$ cat src/rtl/core/dxtd_pkg.sv
// Shared types, constants and helpers of the DXT block texel decoder.
`default_nettype none
package dxtd_pkg;

  localparam int unsigned NumTexels = 16;
  localparam int unsigned CntW      = $clog2(NumTexels);
  localparam int unsigned PaddrW    = 3;
  localparam int unsigned ApbDataW  = 32;

  localparam logic [1:0] FmtDxt1   = 2'd0;
  localparam logic [1:0] FmtDxt1Be = 2'd1;
  localparam logic [1:0] FmtDxt3   = 2'd2;
  localparam logic [1:0] FmtDxt5   = 2'd3;

  localparam logic RegBlockFormat = 1'b0;

  localparam logic [9:0]  Recip3      = 10'd683;
  localparam int unsigned Recip3Shift = 11;
  localparam logic [11:0] Recip5      = 12'd3277;
  localparam logic [11:0] Recip7      = 12'd2341;
  localparam int unsigned Recip57Shift = 14;

  localparam logic [7:0] AlphaOpaque = 8'hFF;
  localparam logic [7:0] AlphaClear  = 8'h00;

  typedef struct packed {
    logic [63:0] color_block;
    logic [63:0] alpha_block;
  } block_t;

  typedef struct packed {
    logic [3:0] texel_index;
    logic [7:0] alpha_out;
    logic [7:0] red_out;
    logic [7:0] green_out;
    logic [7:0] blue_out;
    logic       last_texel;
  } texel_t;

  typedef logic [2:0][7:0] rgb_t;

  typedef struct packed {
    logic [1:0]      fmt;
    logic [31:0]     idx;
    logic [63:0]     alpha_block;
    logic [3:0][2:0][7:0] pal;
    logic [7:0]      pal3_alpha;
    logic [7:0][7:0] alpha_tab;
  } act_t;

  function automatic rgb_t widen565(input logic [15:0] c);
    rgb_t rgb;
    rgb[0] = {c[15:11], c[15:13]};
    rgb[1] = {c[10:5], c[10:9]};
    rgb[2] = {c[4:0], c[4:2]};
    return rgb;
  endfunction

endpackage
`default_nettype wire

$ cat src/rtl/core/dxt_block_texel_decoder.sv
// Top level of the DXT block texel decoder: ports, register, lanes and sequencer.
//
//   channel   | ports                              | handshake
//   ----------+------------------------------------+-----------------------------
//   block in  | start, busy, in_word_i             | taken when start & !busy
//   texel out | texel_valid_o, texel_o             | one-cycle strobe, no back-off
//   config    | psel, penable, pwrite, paddr, ...  | APB, pready always high
//
// One block yields sixteen texels, one per cycle, counted by the texel sequencer.
// A taken block passes the input register, the active register and the merge
// register before its first texel appears. A block waits in the input register
// while the previous one drains, so blocks follow back to back without gaps.
// Reset sets the format to DXT1 and drops any block in flight.
// The receiver cannot stall; busy is high only while the input register is full.
`default_nettype none
module dxt_block_texel_decoder (
  input  wire logic                          clk_i,
  input  wire logic                          rst_ni,
  input  wire logic                          start,
  output logic                               busy,
  input  wire dxtd_pkg::block_t              in_word_i,
  output logic                               texel_valid_o,
  output dxtd_pkg::texel_t                   texel_o,
  input  wire logic                          psel,
  input  wire logic                          penable,
  input  wire logic                          pwrite,
  input  wire logic [dxtd_pkg::PaddrW-1:0]   paddr,
  input  wire logic [dxtd_pkg::ApbDataW-1:0] pwdata,
  output logic [dxtd_pkg::ApbDataW-1:0]      prdata,
  output logic                               pready
);

  localparam logic [dxtd_pkg::CntW-1:0] CntLast = dxtd_pkg::CntW'(dxtd_pkg::NumTexels - 1);

  logic [1:0]                fmt_q;
  logic                      blk_valid_q;
  dxtd_pkg::block_t          blk_q;
  logic                      act_valid_q;
  logic [dxtd_pkg::CntW-1:0] cnt_q;
  dxtd_pkg::act_t            act_q;
  dxtd_pkg::act_t            act_d;
  logic                      accept;
  logic                      load;
  logic                      cfg_wr;
  logic [15:0]               c0;
  logic [15:0]               c1;
  logic                      gt;
  dxtd_pkg::rgb_t            e0;
  dxtd_pkg::rgb_t            e1;
  logic [2:0][7:0]           p2;
  logic [2:0][7:0]           p3;
  logic [7:0][7:0]           alpha_tab;

  // config port
  assign pready = 1'b1;
  assign cfg_wr = psel && penable && pwrite && pready;
  assign prdata = (paddr[2] == dxtd_pkg::RegBlockFormat) ? dxtd_pkg::ApbDataW'(fmt_q) : '0;

  always_ff @(posedge clk_i or negedge rst_ni) begin
    if (!rst_ni) begin
      fmt_q <= dxtd_pkg::FmtDxt1;
    end else if (cfg_wr && paddr[2] == dxtd_pkg::RegBlockFormat) begin
      fmt_q <= pwdata[1:0];
    end
  end

  // input register and sequencer control
  assign busy   = blk_valid_q;
  assign accept = start && !busy;
  assign load   = blk_valid_q && (!act_valid_q || cnt_q == CntLast);

  always_ff @(posedge clk_i or negedge rst_ni) begin
    if (!rst_ni) begin
      blk_valid_q <= 1'b0;
      act_valid_q <= 1'b0;
      cnt_q       <= '0;
    end else begin
      if (accept) begin
        blk_valid_q <= 1'b1;
      end else if (load) begin
        blk_valid_q <= 1'b0;
      end
      if (load) begin
        act_valid_q <= 1'b1;
        cnt_q       <= '0;
      end else if (act_valid_q) begin
        if (cnt_q == CntLast) begin
          act_valid_q <= 1'b0;
        end
        cnt_q <= cnt_q + 1'b1;
      end
    end
  end

  always_ff @(posedge clk_i) begin
    if (accept) begin
      blk_q <= in_word_i;
    end
    if (load) begin
      act_q <= act_d;
    end
  end

  // endpoints
  always_comb begin
    if (fmt_q == dxtd_pkg::FmtDxt1Be) begin
      c0 = {blk_q.color_block[7:0], blk_q.color_block[15:8]};
      c1 = {blk_q.color_block[23:16], blk_q.color_block[31:24]};
    end else begin
      c0 = blk_q.color_block[15:0];
      c1 = blk_q.color_block[31:16];
    end
  end

  assign gt = c0 > c1;
  assign e0 = dxtd_pkg::widen565(c0);
  assign e1 = dxtd_pkg::widen565(c1);

  for (genvar ch = 0; ch < 3; ch++) begin : g_color
    dxtd_color_lane u_lane (
      .e0_i (e0[ch]),
      .e1_i (e1[ch]),
      .gt_i (gt),
      .p2_o (p2[ch]),
      .p3_o (p3[ch])
    );
  end

  for (genvar k = 0; k < 8; k++) begin : g_alpha
    dxtd_alpha_lane u_lane (
      .code_i  (3'(k)),
      .a0_i    (blk_q.alpha_block[7:0]),
      .a1_i    (blk_q.alpha_block[15:8]),
      .alpha_o (alpha_tab[k])
    );
  end

  always_comb begin
    act_d.fmt         = fmt_q;
    act_d.idx         = blk_q.color_block[63:32];
    act_d.alpha_block = blk_q.alpha_block;
    act_d.pal[0]      = e0;
    act_d.pal[1]      = e1;
    act_d.pal[2]      = p2;
    act_d.pal[3]      = p3;
    act_d.pal3_alpha  = (fmt_q == dxtd_pkg::FmtDxt1Be && !gt) ?
                        dxtd_pkg::AlphaClear : dxtd_pkg::AlphaOpaque;
    act_d.alpha_tab   = alpha_tab;
  end

  dxtd_texel_merge u_merge (
    .clk_i         (clk_i),
    .rst_ni        (rst_ni),
    .valid_i       (act_valid_q),
    .cnt_i         (cnt_q),
    .act_i         (act_q),
    .texel_valid_o (texel_valid_o),
    .texel_o       (texel_o)
  );

  a_accept_holds: assert property (@(posedge clk_i) disable iff (!rst_ni)
    accept |=> busy)
    else $error("accepted block not held");

  a_last_index: assert property (@(posedge clk_i) disable iff (!rst_ni)
    texel_valid_o && texel_o.last_texel |-> texel_o.texel_index == CntLast)
    else $error("last texel flag off the final position");

  a_index_steps: assert property (@(posedge clk_i) disable iff (!rst_ni)
    texel_valid_o && texel_o.texel_index != '0 |->
      $past(texel_valid_o) && texel_o.texel_index == $past(texel_o.texel_index) + 1'b1)
    else $error("texel sequence broken");

  a_no_drop: assert property (@(posedge clk_i) disable iff (!rst_ni)
    blk_valid_q && !load |=> blk_valid_q)
    else $error("waiting block lost");

endmodule
`default_nettype wire

$ cat src/rtl/core/dxtd_color_lane.sv
// One colour channel lane: builds the third and fourth palette entries.
`default_nettype none
module dxtd_color_lane (
  input  wire logic [7:0] e0_i,
  input  wire logic [7:0] e1_i,
  input  wire logic       gt_i,
  output logic      [7:0] p2_o,
  output logic      [7:0] p3_o
);

  logic [9:0]  sum2;
  logic [9:0]  sum3;
  logic [8:0]  mid;
  logic [19:0] prod2;
  logic [19:0] prod3;

  assign sum2  = 10'({e0_i, 1'b0}) + 10'(e1_i);
  assign sum3  = 10'({e1_i, 1'b0}) + 10'(e0_i);
  assign mid   = 9'(e0_i) + 9'(e1_i);
  assign prod2 = 20'(sum2) * 20'(dxtd_pkg::Recip3);
  assign prod3 = 20'(sum3) * 20'(dxtd_pkg::Recip3);

  always_comb begin
    if (gt_i) begin
      p2_o = prod2[dxtd_pkg::Recip3Shift +: 8];
      p3_o = prod3[dxtd_pkg::Recip3Shift +: 8];
    end else begin
      p2_o = mid[8:1];
      p3_o = 8'd0;
    end
  end

endmodule
`default_nettype wire

$ cat src/rtl/core/dxtd_alpha_lane.sv
// One interpolated alpha lane: the alpha value of a single 3-bit code.
`default_nettype none
module dxtd_alpha_lane (
  input  wire logic [2:0] code_i,
  input  wire logic [7:0] a0_i,
  input  wire logic [7:0] a1_i,
  output logic      [7:0] alpha_o
);

  logic        gt;
  logic [3:0]  w0;
  logic [3:0]  w1;
  logic [11:0] sum;
  logic [23:0] prod;
  logic [7:0]  q;

  assign gt   = a0_i > a1_i;
  assign w0   = gt ? 4'(4'd8 - {1'b0, code_i}) : 4'(4'd6 - {1'b0, code_i});
  assign w1   = 4'({1'b0, code_i} - 4'd1);
  assign sum  = 12'(12'(w0) * 12'(a0_i)) + 12'(12'(w1) * 12'(a1_i));
  assign prod = 24'(sum) * 24'(gt ? dxtd_pkg::Recip7 : dxtd_pkg::Recip5);
  assign q    = prod[dxtd_pkg::Recip57Shift +: 8];

  always_comb begin
    priority if (code_i == 3'd0) begin
      alpha_o = a0_i;
    end else if (code_i == 3'd1) begin
      alpha_o = a1_i;
    end else if (!gt && code_i == 3'd6) begin
      alpha_o = dxtd_pkg::AlphaClear;
    end else if (!gt && code_i == 3'd7) begin
      alpha_o = dxtd_pkg::AlphaOpaque;
    end else begin
      alpha_o = q;
    end
  end

endmodule
`default_nettype wire

$ cat src/rtl/core/dxtd_texel_merge.sv
// Merge stage: picks palette colour and alpha of one texel and registers it.
`default_nettype none
module dxtd_texel_merge (
  input  wire logic                      clk_i,
  input  wire logic                      rst_ni,
  input  wire logic                      valid_i,
  input  wire logic [dxtd_pkg::CntW-1:0] cnt_i,
  input  wire dxtd_pkg::act_t            act_i,
  output logic                           texel_valid_o,
  output dxtd_pkg::texel_t               texel_o
);

  logic [dxtd_pkg::CntW-1:0] slot;
  logic [1:0]                sel;
  logic [3:0]                nib;
  logic [5:0]                code_off;
  logic [2:0]                code;
  logic [7:0]                alpha;
  logic                      valid_q;
  dxtd_pkg::texel_t          texel_d;
  dxtd_pkg::texel_t          texel_q;

  assign slot     = (act_i.fmt == dxtd_pkg::FmtDxt1Be) ? (cnt_i ^ 4'd3) : cnt_i;
  assign sel      = act_i.idx[{slot, 1'b0} +: 2];
  assign nib      = act_i.alpha_block[{slot, 2'b00} +: 4];
  assign code_off = 6'(6'd16 + 6'({slot, 1'b0}) + 6'(slot));
  assign code     = act_i.alpha_block[code_off +: 3];

  always_comb begin
    unique case (act_i.fmt)
      dxtd_pkg::FmtDxt3: begin
        alpha = {nib, nib};
      end
      dxtd_pkg::FmtDxt5: begin
        alpha = act_i.alpha_tab[code];
      end
      default: begin
        alpha = (sel == 2'd3) ? act_i.pal3_alpha : dxtd_pkg::AlphaOpaque;
      end
    endcase
  end

  always_comb begin
    texel_d.texel_index = cnt_i;
    texel_d.alpha_out   = alpha;
    texel_d.red_out     = act_i.pal[sel][0];
    texel_d.green_out   = act_i.pal[sel][1];
    texel_d.blue_out    = act_i.pal[sel][2];
    texel_d.last_texel  = (cnt_i == dxtd_pkg::CntW'(dxtd_pkg::NumTexels - 1));
  end

  always_ff @(posedge clk_i or negedge rst_ni) begin
    if (!rst_ni) begin
      valid_q <= 1'b0;
    end else begin
      valid_q <= valid_i;
    end
  end

  always_ff @(posedge clk_i) begin
    if (valid_i) begin
      texel_q <= texel_d;
    end
  end

  assign texel_valid_o = valid_q;
  assign texel_o       = texel_q;

endmodule
`default_nettype wire
$ cat config.mk
export PLATFORM = sky130hd
export DESIGN_NAME = dxt_block_texel_decoder
export DESIGN_NICKNAME = d
export VERILOG_FILES = /design/src/rtl/core/dxtd_pkg.sv /design/src/rtl/core/dxt_block_texel_decoder.sv /design/src/rtl/core/dxtd_color_lane.sv /design/src/rtl/core/dxtd_alpha_lane.sv /design/src/rtl/core/dxtd_texel_merge.sv
export SDC_FILE = /design/constraint.sdc
export NUM_CORES = 2
export LEC_CHECK = 0
export BUFFER_PORTS_ARGS = -buffer_cell sky130_fd_sc_hd__buf_4
export CAP_MARGIN = 25
export CORE_ASPECT_RATIO = 0.9
export CORE_MARGIN = 2
export CORE_UTILIZATION = 31
export CTS_BUF_LIST = sky130_fd_sc_hd__clkbuf_8
export CTS_CLUSTER_DIAMETER = 60
export DETAILED_ROUTE_END_ITERATION = 16
export GPL_TIMING_DRIVEN = 1
export PLACE_DENSITY = 0.56
export SYNTH_ARGS = -nofsm -noshare
export SYNTH_HDL_FRONTEND = slang
export SYNTH_SLANG_ARGS = --single-unit
$ cat constraint.sdc
create_clock -name clk_i -period 17.2 [get_ports clk_i]
set_input_delay 2.58 -clock clk_i [delete_from_list [all_inputs] [get_ports clk_i]]
set_output_delay 2.58 -clock clk_i [all_outputs]
set_load 0.1 [all_outputs]
==> out/qor.yml <==
status:
  status: "finished clean"
setup_path:
  slowest_delay_ns: 0.73
  slowest_stage: "edfxtp_1"
  cp.required_ns: 17.64
  end_kind: "register"
  crit_fanout: 75
  critical_path_class: "reg -> reg"
  start_kind: "register"
  cp.arrival_ns: 12.31
grt:
  grt_pass1_wl_um: 195000
  grt_antenna_before_repair: 2
  grt_overflow: 0
  grtUsageTotal_pct: 15.1
  grt_max_degree: 170
  first_global_vias: 34500
floorplanning:
  dieArea_sq_um: 165000
  initial_core_util_pct: 31.1
  core-area_sq_um: 161000
  io_pins: 241
  die_w_um: 428
  rows: 140
  die_y_um: 386
clock_tree:
  cts_resized: 0
  cts.clk_slew.worst_paths_ns: 0.07
  root_buffer: "clkbuf_8"
  clkSinkCount: 401
  clockBufferDepth: 3
  htree_levels: 3
  cts_tree: "done"
  cts_buffers: 80
  cts_hold_buf: 0
  post_cts_buffers: 0
  clock_latency_ns: 0.77
drt:
  drtAntennaViolNets: 0
  drtIter0Drc: 1663
  drc_errors: 0
  vias: 32800
  vias_per_cell: 4.65
  drt-wirelength-per-cell_um: 17.3
  drt_wl_total_um: 122000
  drt_first_pass_iters: 5
timing:
  hold_viol_final: 0
  finalSetupViolCount: 0
  maxSlewHeadroom_pct: 32.8
  slew_violations: 0
  min_period_ns: 11.87
  finClkSkew_ns: 0.0606
  rsz0062_at_grt: "no"
  fmax_mhz: 84.2
  tns_ns: 0
  worstMarginPinSlew_ns: 1.01
  fin_crit_sh_pct: 69.0
logic_synthesis:
  synth_xor_area_share_pct: 4.41
  syn_inst: 4600
  syn_area_sq_um: 50200
  avgSynthCellArea_sq_um: 10.9
  muxShareOfSynthArea_pct: 5.11
  synthFlopType: "edfxtp_1"
  yosys.area_share.adder_pct: 44.4
  synth_seq_cells: 401
  ys_seq_area_share_pct: 23.9
  async_flop_share_pct: 2.24
  synth_edf_count: 392
  synthDistinctLibCells: 77
  synth_compound_area_share_pct: 7.53
  synth_top_family_by_area: "adder cells"
  ys_warn_count: 0
  synth-simple-area-share_pct: 6.14
placed_design:
  dpl-instance-area_sq_um: 54200
  gp_congestion: 0.863
  place_hpwl_um: 101000
  place_inst: 6918
  portBuffers: 177
hold_path:
  hp-class: "reg -> reg"
job:
  cap_violations: 0
cells_and_area:
  drive_gt1_share_pct: 9.37
  nFillCells: 16100
  area_delta_synth_final_pct: 11.3
  nets: 6514
  instances_no_fill: 7060
  final_area_sq_um: 55900
[layout make-up]
type                            instances  area, sq um  area share (%)
Timing Repair Buffer                  213         1640            2.93
Multi-Input combinational cell       3235        34400            61.6
Sequential cell                       401        12000            21.5
Antenna cell                            1         2.50         0.00448
Clock buffer                           80         1100            1.97
Inverter                              941         3530            6.32
Tap cell                             2130         2670            4.77
Clock inverter                         59          497           0.889
[stage by stage]
step	hold WS, ns	util (%)	setup slack (ns)
final	0.412	34.6	5.33
after global routing	0.414	34.6	4.74
after CTS	0.409	34.6	5.24
after detailed placement	0.405	33.6	5.31
after global placement	0.402	33.6	5.44
after floorplan	0.400	-	4.46
[synth_stat cells, types with 55 or more instances]
master	n	share of area [%]
a21o_1	58	0.87
o21bai_1	55	0.82
mux4_2	60	2.7
ha_1	956	24
fa_1	517	21
xnor2_1	185	3.2
inv_1	940	7.0
mux2i_1	61	1.2
nor2_1	174	1.3
edfxtp_1	392	23
a21oi_1	193	1.9
xor2_1	63	1.1
nand2_1	186	1.4
o21ai_0	97	0.97
clkbuf_1	68	0.51
[cells by family (layout without fill, tap and decap cells)]
logic type | count (synthesis) | count (layout)
DFF | 401 | 401
buffers and inverters | 1069 | 1293
AOI/OAI and AO/OA | 588 | 588
xor gates and xnor gates | 250 | 250
adders and majority gates | 1473 | 1473
and+or+nand+nor | 649 | 649
other | 2 | 108
muxes | 168 | 168
[flip-flops by register name, indices dropped and copies added, names as in the netlist]
| register | count |
|---|---|
| u_merge.texel_o | 37 |
| act_d | 96 |
| busy | 1 |
| fmt_q | 2 |
| act_q | 227 |
| blk_q | 32 |
| cnt_q | 4 |
| act_valid_q | 1 |
| u_merge.texel_valid_o | 1 |
[per-layer routing]
metal	vias to the layer above	track usage (%)	wire, um
met4	0	5.52	4630
met5	-	0	0
li1	15900	-	-
met3	183	1.69	3890
met2	571	26.3	60400
met1	16100	19.3	53400
[critical path: cells and delay by family (launching register included)]
| kind | cells | cell delay (ns) |
|---|---|---|
| buffers and inverters | 7 | 2.28 |
| and+or+nand+nor | 6 | 1.73 |
| DFF | 1 | 0.73 |
| adders and majority gates | 9 | 3.50 |
| AOI/OAI and AO/OA | 11 | 2.54 |
| xor gates and xnor gates | 2 | 0.74 |
[layout by cell type, fill, tap and decap left out, types with 80 or more instances in the layout]
cell	netlist	routed
o21ai_0	97	97
xnor2_1	185	184
inv_1	940	962
ha_1	956	955
fa_1	517	517
conb_1	2	107
clkbuf_8	0	80
nor2_1	174	174
nand2_1	186	186
edfxtp_1	392	392
buf_4	37	210
a21oi_1	193	193
[path summary, 6_finish.rpt]
path | cells after the start | startpoint | end | slack [ns]
setup reg to reg | 35 | act_d[183]$_DFFE_PP_ | act_q[55]$_SDFFCE_PP0P_ | 5.33
min in group asynchronous | 1 | rst_ni | fmt_q[0]$_DFFE_PN0P_ | 1.67
hold reg to reg | 0 | act_d[199]$_DFFE_PP_ | act_q[199]$_DFFE_PP_ | 0.41
setup / recovery | 35 | act_d[183]$_DFFE_PP_ | act_q[55]$_SDFFCE_PP0P_ | 5.33
hold / removal | 0 | act_d[199]$_DFFE_PP_ | act_q[199]$_DFFE_PP_ | 0.41
max in group asynchronous | 1 | rst_ni | act_valid_q$_DFF_PN0_ | 15.26
Power is not shown: default switching activity piles up to over one toggle a cycle in this logic, so the estimate is an artifact.
